### config.mk
export PLATFORM = sky130hd
export DESIGN_NAME = rgb_to_hsl_converter_top
export DESIGN_NICKNAME = d
export VERILOG_FILES = /design/src/hw/rtl/rhc_pkg.sv /design/src/hw/rtl/rhc_front.sv /design/src/hw/rtl/rhc_fifo.sv /design/src/hw/rtl/rhc_back.sv /design/src/hw/rtl/rgb_to_hsl_converter_top.sv
export SDC_FILE = /design/constraint.sdc
export NUM_CORES = 1
export LEC_CHECK = 0
export ABC_AREA = 1
export BUFFER_PORTS_ARGS = -buffer_cell sky130_fd_sc_hd__buf_2
export CORE_MARGIN = 2
export CORE_UTILIZATION = 65
export CTS_CLUSTER_SIZE = 14
export DETAILED_ROUTE_END_ITERATION = 6
export PLACE_DENSITY = 0.82
export SYNTH_ARGS = -nofsm -noshare
export SYNTH_HDL_FRONTEND = slang
export SYNTH_SLANG_ARGS = --single-unit
### constraint.sdc
create_clock -name i_clk -period 16.7 [get_ports i_clk]
set_input_delay 0.835 -clock i_clk [delete_from_list [all_inputs] [get_ports i_clk]]
set_output_delay 0.835 -clock i_clk [all_outputs]
set_load 0.01 [all_outputs]
### src/hw/rtl/rhc_pkg.sv
// Shared types, widths and the divider step for the RGB to HSL converter.
// Used by every module of the block; depends on nothing else.
package rhc_pkg;

    localparam int FRACTION_BITS = 16;
    localparam int CH_W          = 8;
    localparam int LSUM_W        = CH_W + 1;
    localparam int OUT_W         = 16;
    localparam int DIV_W         = 11;
    localparam int REM_W         = DIV_W + 1;
    localparam int BITS_PER_STG  = 4;
    localparam int DIV_STAGES    = FRACTION_BITS / BITS_PER_STG;
    localparam int FIFO_DEPTH    = 2;
    localparam int FIFO_PTR_W    = 1;
    localparam int FIFO_CNT_W    = 2;

    typedef enum logic [1:0] {
        SEC_RED,
        SEC_GREEN,
        SEC_BLUE
    } t_sector;

    typedef struct packed {
        logic [CH_W-1:0] red;
        logic [CH_W-1:0] green;
        logic [CH_W-1:0] blue;
    } t_pixel;

    typedef struct packed {
        logic [OUT_W-1:0]  hue;
        logic [OUT_W-1:0]  saturation;
        logic [LSUM_W-1:0] lightness_sum;
    } t_hsl;

    // One classified pixel, waiting for the dividers.
    typedef struct packed {
        logic              gray;
        logic [LSUM_W-1:0] lsum;
        logic [CH_W-1:0]   sat_d;
        logic [CH_W-1:0]   sat_den;
        logic [DIV_W-1:0]  hue_num;
        logic [DIV_W-1:0]  hue_den;
    } t_job;

    // State of both long divisions between pipeline stages.
    typedef struct packed {
        logic                     vld;
        logic                     gray;
        logic [LSUM_W-1:0]        lsum;
        logic [REM_W-1:0]         h_rem;
        logic [DIV_W-1:0]         h_div;
        logic [FRACTION_BITS-1:0] h_q;
        logic [REM_W-1:0]         s_rem;
        logic [DIV_W-1:0]         s_div;
        logic [FRACTION_BITS-1:0] s_low;
        logic [FRACTION_BITS-1:0] s_q;
    } t_stage;

    typedef struct packed {
        logic [REM_W-1:0]        rem;
        logic [BITS_PER_STG-1:0] q;
    } t_div_out;

    // Several restoring division steps; the remainder entering is below the divisor.
    function automatic t_div_out div_step(input logic [REM_W-1:0] rem_in,
                                          input logic [BITS_PER_STG-1:0] bits,
                                          input logic [DIV_W-1:0] divisor);
        t_div_out         res;
        logic [REM_W-1:0] rem;
        rem   = rem_in;
        res.q = '0;
        for (int i = BITS_PER_STG - 1; i >= 0; i--) begin
            rem = {rem[REM_W-2:0], bits[i]};
            if (rem >= REM_W'(divisor)) begin
                rem      = rem - REM_W'(divisor);
                res.q[i] = 1'b1;
            end
        end
        res.rem = rem;
        return res;
    endfunction

endpackage

### src/hw/rtl/rhc_front.sv
// Front end: takes a pixel, finds max, min and hue sector, and forms the
// numerators and divisors for the back end. Depends on rhc_pkg.
module rhc_front (
    input  logic           i_clk,
    input  logic           i_rst_n,
    input  logic           i_take,
    input  rhc_pkg::t_pixel i_pixel,
    input  logic           i_push_ok,
    output logic           o_push,
    output rhc_pkg::t_job  o_job,
    output logic           o_full
);
    import rhc_pkg::*;

    logic             r_vld, n_vld;
    t_job             r_job, n_job;
    logic [CH_W-1:0]  mx, mn, d;
    logic [LSUM_W-1:0] sum;
    logic [DIV_W-1:0] six_d;
    logic [REM_W-1:0] num;
    t_sector          sector;

    always_comb begin
        mx = i_pixel.red;
        if (i_pixel.green > mx) mx = i_pixel.green;
        if (i_pixel.blue > mx) mx = i_pixel.blue;
        mn = i_pixel.red;
        if (i_pixel.green < mn) mn = i_pixel.green;
        if (i_pixel.blue < mn) mn = i_pixel.blue;
        d     = mx - mn;
        sum   = LSUM_W'(mx) + LSUM_W'(mn);
        six_d = DIV_W'({d, 2'b00}) + DIV_W'({d, 1'b0});

        if (i_pixel.red == mx) sector = SEC_RED;
        else if (i_pixel.green == mx) sector = SEC_GREEN;
        else sector = SEC_BLUE;

        case (sector)
            SEC_RED: begin
                num = REM_W'(i_pixel.green) - REM_W'(i_pixel.blue);
                // A negative red-sector angle wraps by one full turn.
                if (num[REM_W-1]) num = num + REM_W'(six_d);
            end
            SEC_GREEN: num = REM_W'({d, 1'b0}) + REM_W'(i_pixel.blue) - REM_W'(i_pixel.red);
            SEC_BLUE:  num = REM_W'({d, 2'b00}) + REM_W'(i_pixel.red) - REM_W'(i_pixel.green);
            default:   num = '0;
        endcase

        n_job.gray    = (d == '0);
        n_job.lsum    = sum;
        n_job.sat_d   = d;
        n_job.sat_den = (sum < LSUM_W'(255)) ? sum[CH_W-1:0]
                                               : CH_W'(LSUM_W'(510) - sum);
        n_job.hue_num = num[DIV_W-1:0];
        n_job.hue_den = six_d;
    end

    assign o_push = r_vld && i_push_ok;
    assign o_full = r_vld && !i_push_ok;
    assign o_job  = r_job;

    always_comb begin
        n_vld = r_vld;
        if (i_take) n_vld = 1'b1;
        else if (o_push) n_vld = 1'b0;
    end

    always_ff @(posedge i_clk) begin
        if (!i_rst_n) begin
            r_vld <= 1'b0;
        end else begin
            r_vld <= n_vld;
        end
    end

    always_ff @(posedge i_clk) begin
        if (i_take) begin
            r_job <= n_job;
        end
    end

endmodule

### src/hw/rtl/rhc_fifo.sv
// Short queue of classified items between the front and back ends.
// Depends on rhc_pkg.
module rhc_fifo (
    input  logic          i_clk,
    input  logic          i_rst_n,
    input  logic          i_push,
    input  rhc_pkg::t_job i_job,
    input  logic          i_pop,
    output logic          o_not_full,
    output logic          o_not_empty,
    output rhc_pkg::t_job o_job
);
    import rhc_pkg::*;

    t_job                  r_mem [FIFO_DEPTH];
    logic [FIFO_PTR_W-1:0] r_wr, n_wr, r_rd, n_rd;
    logic [FIFO_CNT_W-1:0] r_cnt, n_cnt;
    logic                  do_pop;

    assign o_not_full  = (r_cnt != FIFO_CNT_W'(FIFO_DEPTH));
    assign o_not_empty = (r_cnt != '0);
    assign o_job       = r_mem[r_rd];
    assign do_pop      = i_pop && o_not_empty;

    always_comb begin
        n_wr  = r_wr;
        n_rd  = r_rd;
        n_cnt = r_cnt;
        if (i_push) n_wr = r_wr + 1'b1;
        if (do_pop) n_rd = r_rd + 1'b1;
        if (i_push && !do_pop) n_cnt = r_cnt + 1'b1;
        else if (!i_push && do_pop) n_cnt = r_cnt - 1'b1;
    end

    always_ff @(posedge i_clk) begin
        if (!i_rst_n) begin
            r_wr  <= '0;
            r_rd  <= '0;
            r_cnt <= '0;
        end else begin
            r_wr  <= n_wr;
            r_rd  <= n_rd;
            r_cnt <= n_cnt;
        end
    end

    always_ff @(posedge i_clk) begin
        if (i_push) begin
            r_mem[r_wr] <= i_job;
        end
    end

endmodule

### src/hw/rtl/rhc_back.sv
// Back end: pipelined restoring dividers for hue and saturation, a few
// quotient bits per stage, ending in the result register. Depends on rhc_pkg.
module rhc_back (
    input  logic          i_clk,
    input  logic          i_rst_n,
    input  logic          i_vld,
    input  rhc_pkg::t_job i_job,
    output logic          o_done,
    output rhc_pkg::t_hsl o_result
);
    import rhc_pkg::*;

    t_stage r_stg [DIV_STAGES + 1];
    t_stage n_stg [DIV_STAGES + 1];

    always_comb begin
        t_div_out hd;
        t_div_out sd;
        // Saturation numerator d*65535 is split as (d-1)*2^16 + (2^16-d).
        n_stg[0].vld   = i_vld;
        n_stg[0].gray  = i_job.gray;
        n_stg[0].lsum  = i_job.lsum;
        n_stg[0].h_rem = REM_W'(i_job.hue_num);
        n_stg[0].h_div = i_job.hue_den;
        n_stg[0].h_q   = '0;
        n_stg[0].s_rem = REM_W'(i_job.sat_d) - REM_W'(1);
        n_stg[0].s_div = DIV_W'(i_job.sat_den);
        n_stg[0].s_low = FRACTION_BITS'(0) - FRACTION_BITS'(i_job.sat_d);
        n_stg[0].s_q   = '0;
        for (int k = 1; k <= DIV_STAGES; k++) begin
            hd = div_step(r_stg[k-1].h_rem, '0, r_stg[k-1].h_div);
            sd = div_step(r_stg[k-1].s_rem,
                          r_stg[k-1].s_low[FRACTION_BITS-1 -: BITS_PER_STG],
                          r_stg[k-1].s_div);
            n_stg[k]       = r_stg[k-1];
            n_stg[k].h_rem = hd.rem;
            n_stg[k].h_q   = {r_stg[k-1].h_q[FRACTION_BITS-BITS_PER_STG-1:0], hd.q};
            n_stg[k].s_rem = sd.rem;
            n_stg[k].s_low = {r_stg[k-1].s_low[FRACTION_BITS-BITS_PER_STG-1:0],
                              BITS_PER_STG'(0)};
            n_stg[k].s_q   = {r_stg[k-1].s_q[FRACTION_BITS-BITS_PER_STG-1:0], sd.q};
        end
        // A gray pixel has no hue and no saturation.
        if (r_stg[DIV_STAGES-1].gray) begin
            n_stg[DIV_STAGES].h_q = '0;
            n_stg[DIV_STAGES].s_q = '0;
        end
    end

    always_ff @(posedge i_clk) begin
        for (int k = 0; k <= DIV_STAGES; k++) begin
            if (!i_rst_n) begin
                r_stg[k].vld <= 1'b0;
            end else begin
                r_stg[k].vld <= n_stg[k].vld;
            end
            r_stg[k].gray  <= n_stg[k].gray;
            r_stg[k].lsum  <= n_stg[k].lsum;
            r_stg[k].h_rem <= n_stg[k].h_rem;
            r_stg[k].h_div <= n_stg[k].h_div;
            r_stg[k].h_q   <= n_stg[k].h_q;
            r_stg[k].s_rem <= n_stg[k].s_rem;
            r_stg[k].s_div <= n_stg[k].s_div;
            r_stg[k].s_low <= n_stg[k].s_low;
            r_stg[k].s_q   <= n_stg[k].s_q;
        end
    end

    assign o_done                 = r_stg[DIV_STAGES].vld;
    assign o_result.hue           = OUT_W'(r_stg[DIV_STAGES].h_q);
    assign o_result.saturation    = OUT_W'(r_stg[DIV_STAGES].s_q);
    assign o_result.lightness_sum = r_stg[DIV_STAGES].lsum;

endmodule

### src/hw/rtl/rgb_to_hsl_converter_top.sv
// Top level of the RGB to HSL converter: front end, item queue and divider back end.
// Depends on rhc_pkg, rhc_front, rhc_fifo and rhc_back.
//
//   Channel  Signals                  Direction  Accepted when
//   pixel    start, busy, i_pixel     in         start high and busy low at a clock edge
//   result   o_done, o_result         out        every cycle o_done is high
//
// One pixel can be taken every cycle while busy is low. On its way to the ports a result
// passes the front end register, one queue slot, the stage that loads the dividers and
// four divider stages that resolve four quotient bits each.
// Reset clears every valid flag and the queue pointers; no clearing pass is needed.
// busy only rises if the queue fills, and the back end drains it every cycle.
module rgb_to_hsl_converter_top (
    input  logic            i_clk,
    input  logic            i_rst_n,
    input  logic            start,
    input  rhc_pkg::t_pixel i_pixel,
    output logic            busy,
    output logic            o_done,
    output rhc_pkg::t_hsl   o_result
);
    import rhc_pkg::*;

    logic take;
    logic push;
    logic not_full;
    logic not_empty;
    t_job front_job;
    t_job queue_job;

    assign take = start && !busy;

    rhc_front u_front (
        .i_clk     (i_clk),
        .i_rst_n   (i_rst_n),
        .i_take    (take),
        .i_pixel   (i_pixel),
        .i_push_ok (not_full),
        .o_push    (push),
        .o_job     (front_job),
        .o_full    (busy)
    );

    rhc_fifo u_fifo (
        .i_clk       (i_clk),
        .i_rst_n     (i_rst_n),
        .i_push      (push),
        .i_job       (front_job),
        .i_pop       (not_empty),
        .o_not_full  (not_full),
        .o_not_empty (not_empty),
        .o_job       (queue_job)
    );

    rhc_back u_back (
        .i_clk    (i_clk),
        .i_rst_n  (i_rst_n),
        .i_vld    (not_empty),
        .i_job    (queue_job),
        .o_done   (o_done),
        .o_result (o_result)
    );

endmodule
### Yosys cells after proc, flatten, opt, wreduce, memory -nomap -nowiden

Memory sizes are Yosys's and may differ from the RTL's. A register that Yosys moved wholly into a read port is not among the register bits.
Index checks and enable logic that the tools add are counted.

* register bits: 53
* memories: 2
* input bits: 27
* word-level logic and storage cells: 211
* RAM bits: 621

Memory list
* u_back.r_stg: words 5, bits a word 105, rd ports 5, clocked after Yosys merged registers in 0, wr ports 5, line rhc_back.sv:13 `t_stage r_stg [DIV_STAGES + 1];`
* u_fifo.r_mem: words 2, bits a word 48, rd ports 1, clocked after Yosys merged registers in 1, wr ports 1, line rhc_fifo.sv:15 `t_job r_mem [FIFO_DEPTH];`

* bitwise logic cells: 5
* $lt $le $gt $ge: 37
* mux-type cells: 90
* reductions and logical operators: 14
* eq/ne operators: 5
* add/sub/neg operators: 48

Operators by type and width (count)
* greater-or-equal comparator 12 x 11 -> 1 bit: 32
* 2-to-1 mux 11 bit: 25
* subtractor 11 bit: 24
* 2-to-1 mux 12 bit: 8
* subtractor 12 x 11 -> 12 bit: 8
* 2-to-1 mux 1 bit: 45
* 2-to-1 mux 8 bit: 5
* case mux 11 bit (3 select lines): 1
* 2-to-1 mux 16 bit: 2
* subtractor 11 x 8 -> 11 bit: 2
* equality test 8 bit: 2
* > comparator 8 bit: 2
* less-than comparator 8 bit: 2
* adder 10 x 8 -> 11 bit: 1
* adder 10 x 9 -> 11 bit: 1
* adder 11 bit: 1
* adder 9 x 8 -> 10 bit: 1
* adder 8 x 8 -> 9 bit: 1
* less-than comparator 9 x 8 -> 1 bit, second input constant: 1
* subtractor 1 x 8 -> 9 bit, first input constant: 1
* subtractor 8 x 1 -> 9 bit, second input constant: 1
* subtractor 8 x 8 -> 9 bit: 1
* logical NOT 8 bit: 1
* 2-to-1 mux 2 bit: 4
* 13 further kinds: 27

### Logic depth before layout (Yosys ltp)

An unclocked memory read counts as a cell.

* depth after elaboration: 10
* mapped depth: 53
* gate-level depth less buffers: 52

### By module

From an unflattened synthesis, not the netlist that was laid out.

* cells, all modules: 4276
* area total of the unflattened synthesis: 33522.2 um2

By module, submodules not included
* rhc_back: seq. area each 6526.3 um2, cells an instance 3218, area each 23349.9 um2, times used 1
* rhc_front: seq. area each 1341.3 um2, cells an instance 871, area each 6384.9 um2, times used 1
* rhc_fifo: seq. area each 2982.9 um2, cells an instance 185, area each 3777.4 um2, times used 1
* rgb_to_hsl_converter_top: seq. area each 0.0 um2, cells an instance 2, area each 10.0 um2, times used 1

### Worst setup path after synthesis

No wires, ideal clock.

* path type: register -> register
* start point: memory u_back.r_stg[2][94] in the netlist's numbering
* end point: memory u_back.r_stg[3][47] in the netlist's numbering
* slack: 9.567 ns
* arrival: 7.021 ns
* cell stages (with the launch flop): 47
* required time: 16.588 ns
* setup time: 0.112 ns
* cell sequence: dfxtp_1 ha_1 inv_1 fa_1 nand3_1 nand3_1 nand2_2 nand3_2 buf_6 or2_0 nand2_1 inv_1 ha_1 nand2_1 inv_1 nand2_1 nand2_1 a21oi_2 [... 11 more ...] nor2_8 inv_2 nor2_8 buf_6 nand2_1 o21ai_2 ha_1 a21oi_1 o21ai_0 a221oi_1 o221ai_1 a21oi_1 nand2_2 nor2_8 nand2_4 buf_6 nand2_1 nand2_1

RTL lines (line)
* start, declared: rhc_back.sv:13

==> summary.md <==
| Metric | Value |
|---|---|
| Non-filler cells, final | `about 5000` |
| Seq/Total Area, Yosys | `0.3141` |
| Hold-fix buffers, CTS | `0` |
| Final Cycle Share | `0.5142` |
| Final hold viol count | `0` |
| Initial Util | `0.6545` |
| Register bit total from synthesis | `approximately 450` |
| Final RePlAce weighted congestion | `roughly 1` |
| Core box area | `roughly 50000 um2` |
| Warnings, synthesis | `0` |
| Setup Skew | `0.03264 ns` |
| Root Buffer | `clkbuf_16` |
| Total CTS buffers | `47` |
| Post-CTS Resized | `0` |
| Netlist cell types | `66` |
| DR WL met2 | `roughly 36000 um` |
| ANT cells | `0` |
| Die width | `227.8 um` |
| Max FO, Critical Path | `15` |
| DIE AREA | `51910 um2` |
| CP Capture Type | `flip-flop` |
| P&R area growth vs syn | `7.792%` |
| Cell area after layout | `35100 um2` |
| CP max stage delay | `about 0.81 ns` |
| Total gr overflow | `0` |
| Largest area contributor in the netlist | `dfxtp_1` |
| Type of the worst min-delay path | `flip-flop to flip-flop` |
| Global-route wire length before repair | `between 100000 and 150000 um` |
| Post-Synth Adder-Cell Area | `0.1631` |
| Die Ht | `between 200 and 250 um` |
| Syn_area_per_cell | `7.703 um2` |
| Hold wc startpoint | `u_back.r_stg[2][27]` |
| Port bufs | `69` |
| Final setup vio count | `0` |
| Slew headroom | `0.3378` |
| H-tree levels | `2` |
| Simple-gate share of the synthesized area | `0.2501` |
| Main combinational cell family by area after synthesis | `simple AND/OR/NAND/NOR gates` |
| Status | `finished clean` |
| Post-DR vias/cell | `about 5.5` |
| Synthesized area | `between 30000 and 40000 um2` |
| Clock Sinks | `approximately 450` |
| Xor/xnor share of the synthesized area | `0.06962` |
| Max Fclk | `around 120 MHz` |
| Max clock buf depth | `3` |
| Drt pass-1 iters | `6` |
| Top FF cell, synth | `dfxtp_1` |
| Vias in the first global route | `between 20000 and 30000` |
| M1 WL | `33500 um` |
| GRT Total Usage | `0.2876` |
| Cells after DPL | `around 4900` |
| Final net count | `~4700` |
| CP max-delay cell | `dfxtp_1` |
| Synth Area in Compound Gates | `0.1128` |
| Via count | `about 28000` |
| DP Wirelength | `~58000 um` |
| Post-Syn Instances | `about 4200` |
| Worst EP arrival | `around 9 ns` |
| Drc violations | `0` |
| Setup repair after global routing missed its margin | `false` |
| Synth top area share | `0.1924` |
| Num rows | `82` |
| Synth async-reset ratio | `0` |
| Crit path launch type | `flip-flop` |
| Mapped Nets | `roughly 4700` |
| Minimum clock period after layout | `~8.6 ns` |
| Least-Margin Pin Slew | `approximately 0.99 ns` |
| Highest routed layer | `met4` |
| Critical Path Start | `u_back.r_stg[1][94]` |
| Crit path kind | `flip-flop to flip-flop` |
| Clock slew at reported path FFs | `roughly 0.070 ns` |
| Final Max Slew Viols | `0` |
| Routed Antenna Nets | `0` |
| Per-cell routed wire length | `roughly 15 um` |
| Most numerous cell on the critical path | `nand2_1` |
| Worst Path Required | `approximately 17 ns` |
| Antenna violations before repair | `0` |
| EDFF count, synth | `about 130` |
| DR iter-0 viols | `between 2000 and 2500` |
| Worst r2r src | `u_back.r_stg[1][94]` |
| Placed instance area | `33520 um2` |
| Post-CTS Setup Inserts | `0` |
| Skew-Pair Late Insertion Delay | `approximately 0.61 ns` |
| Largest net degree at the start of global routing | `46` |
| I/O pins | `70` |
| Wire length on met3 | `between 3000 and 4000 um` |
| TritonCTS clock tree | `done` |
| MaxCap Viol Count | `0` |
| Setup TNS | `0 ns` |
| Area contributors post-synth | `dfxtp_1, ha_1, edfxtp_1, nand2_1, inv_1` |
| Layout cells sized above 1 | `0.08900` |
| Mux cell area share after synthesis | `0.01460` |
| Drt total wl | `~75000 um` |
## layout make-up
cell class	count	area, um2
Inverter	579	2173
Fill cell	4032	14660
Sequential cell	445	10230
Multi-Input combinational cell	3153	19890
Tap cell	672	840.8
Timing Repair Buffer	75	390.4
Clock buffer	67	1389
Clock inverter	18	192.7
## state kept, by name, indices dropped and copies added (netlist names), named ones only
signal / count
u_back.r_stg: 307
u_fifo.r_cnt: 2
u_fifo.r_mem: 88
u_fifo.r_rd: 1
u_fifo.r_wr: 1
u_front.o_job: 44
u_front.r_vld: 1
## metal layers
metal / track usage / up-vias
li1: - / 14167
met1: 0.3726 / 12657
met2: 0.4936 / 729
met3: 0.03063 / 168
met4: 0.1125 / 0
met5: 0 / -
## cell families (layout without fill, tap and decap cells)
family                     Yosys count  count (layout)
buffers and inverters              630             739
DFF                                445             445
and+or+nand+nor                   1799            1799
muxes                               43              43
adders and majority gates          404             404
AOI/OAI and AO/OA                  649             649
xor gates and xnor gates           258             258
## worst paths after layout
kind	to	slack (ns)	depth (start not counted)
max	u_back.r_stg[2][43]	8.11	45
min reg2reg	u_back.r_stg[3][31]	0.30	0
max reg2reg	u_back.r_stg[2][43]	8.11	45
min	u_back.r_stg[3][31]	0.30	0
## cells in the final DEF (no fill, tap or decap), types with 14 or more instances in the layout
cell,netlist,layout
nor2_1,261,259
buf_2,15,69
a21oi_1,302,302
inv_1,552,551
nand3_1,303,303
xnor2_1,83,83
o21ai_1,14,14
nand4_1,56,56
nor2_4,12,14
o21bai_1,31,31
mux2_2,36,36
fa_1,34,34
nand3_2,23,23
or2_2,21,21
o21ai_0,204,204
nand2_1,969,969
xor2_1,174,174
clkbuf_16,0,51
edfxtp_1,132,132
nand3b_1,20,20
inv_2,25,25
ha_1,370,370
nor3_1,45,45
dfxtp_1,313,311
nand2_2,37,37
## cells in the mapped netlist, drive strengths merged (11+ instances only)
cell type     n
o21bai       31
nand3       331
fa           34
clkbuf       19
inv         577
o211ai       12
ha          370
edfxtp      132
xor2        175
dfxtp       313
o21a         11
o21ai       227
xnor2        83
nand2      1017
nand3b       21
buf          32
nand4        59
nor3         47
or2          24
a21oi       318
mux2         36
nor2        290
## per-stage QoR
| step | hold slack [ns] | util | worst slack, ns |
|---|---|---|---|
| floorplan | 0.3096 | - | 9.567 |
| CTS | 0.3040 | 0.7055 | 8.091 |
| detailed placement | 0.3121 | 0.6737 | 8.105 |
| finish | 0.3034 | 0.7055 | 8.113 |
| global route | 0.3158 | 0.7055 | 7.070 |
| global placement | 0.3101 | 0.6737 | 8.193 |
## critical path: cells and delay by family, from the launching register on
family	cells	cell delay, ns
flops	1	0.81
fa+ha+maj	5	1.98
compound gates	7	1.50
simple gates	28	3.49
buf+inv	5	0.67
Power is left out: the tool's default activity adds up to more than one toggle a clock period on the data nets, which glitch-free logic cannot reach.
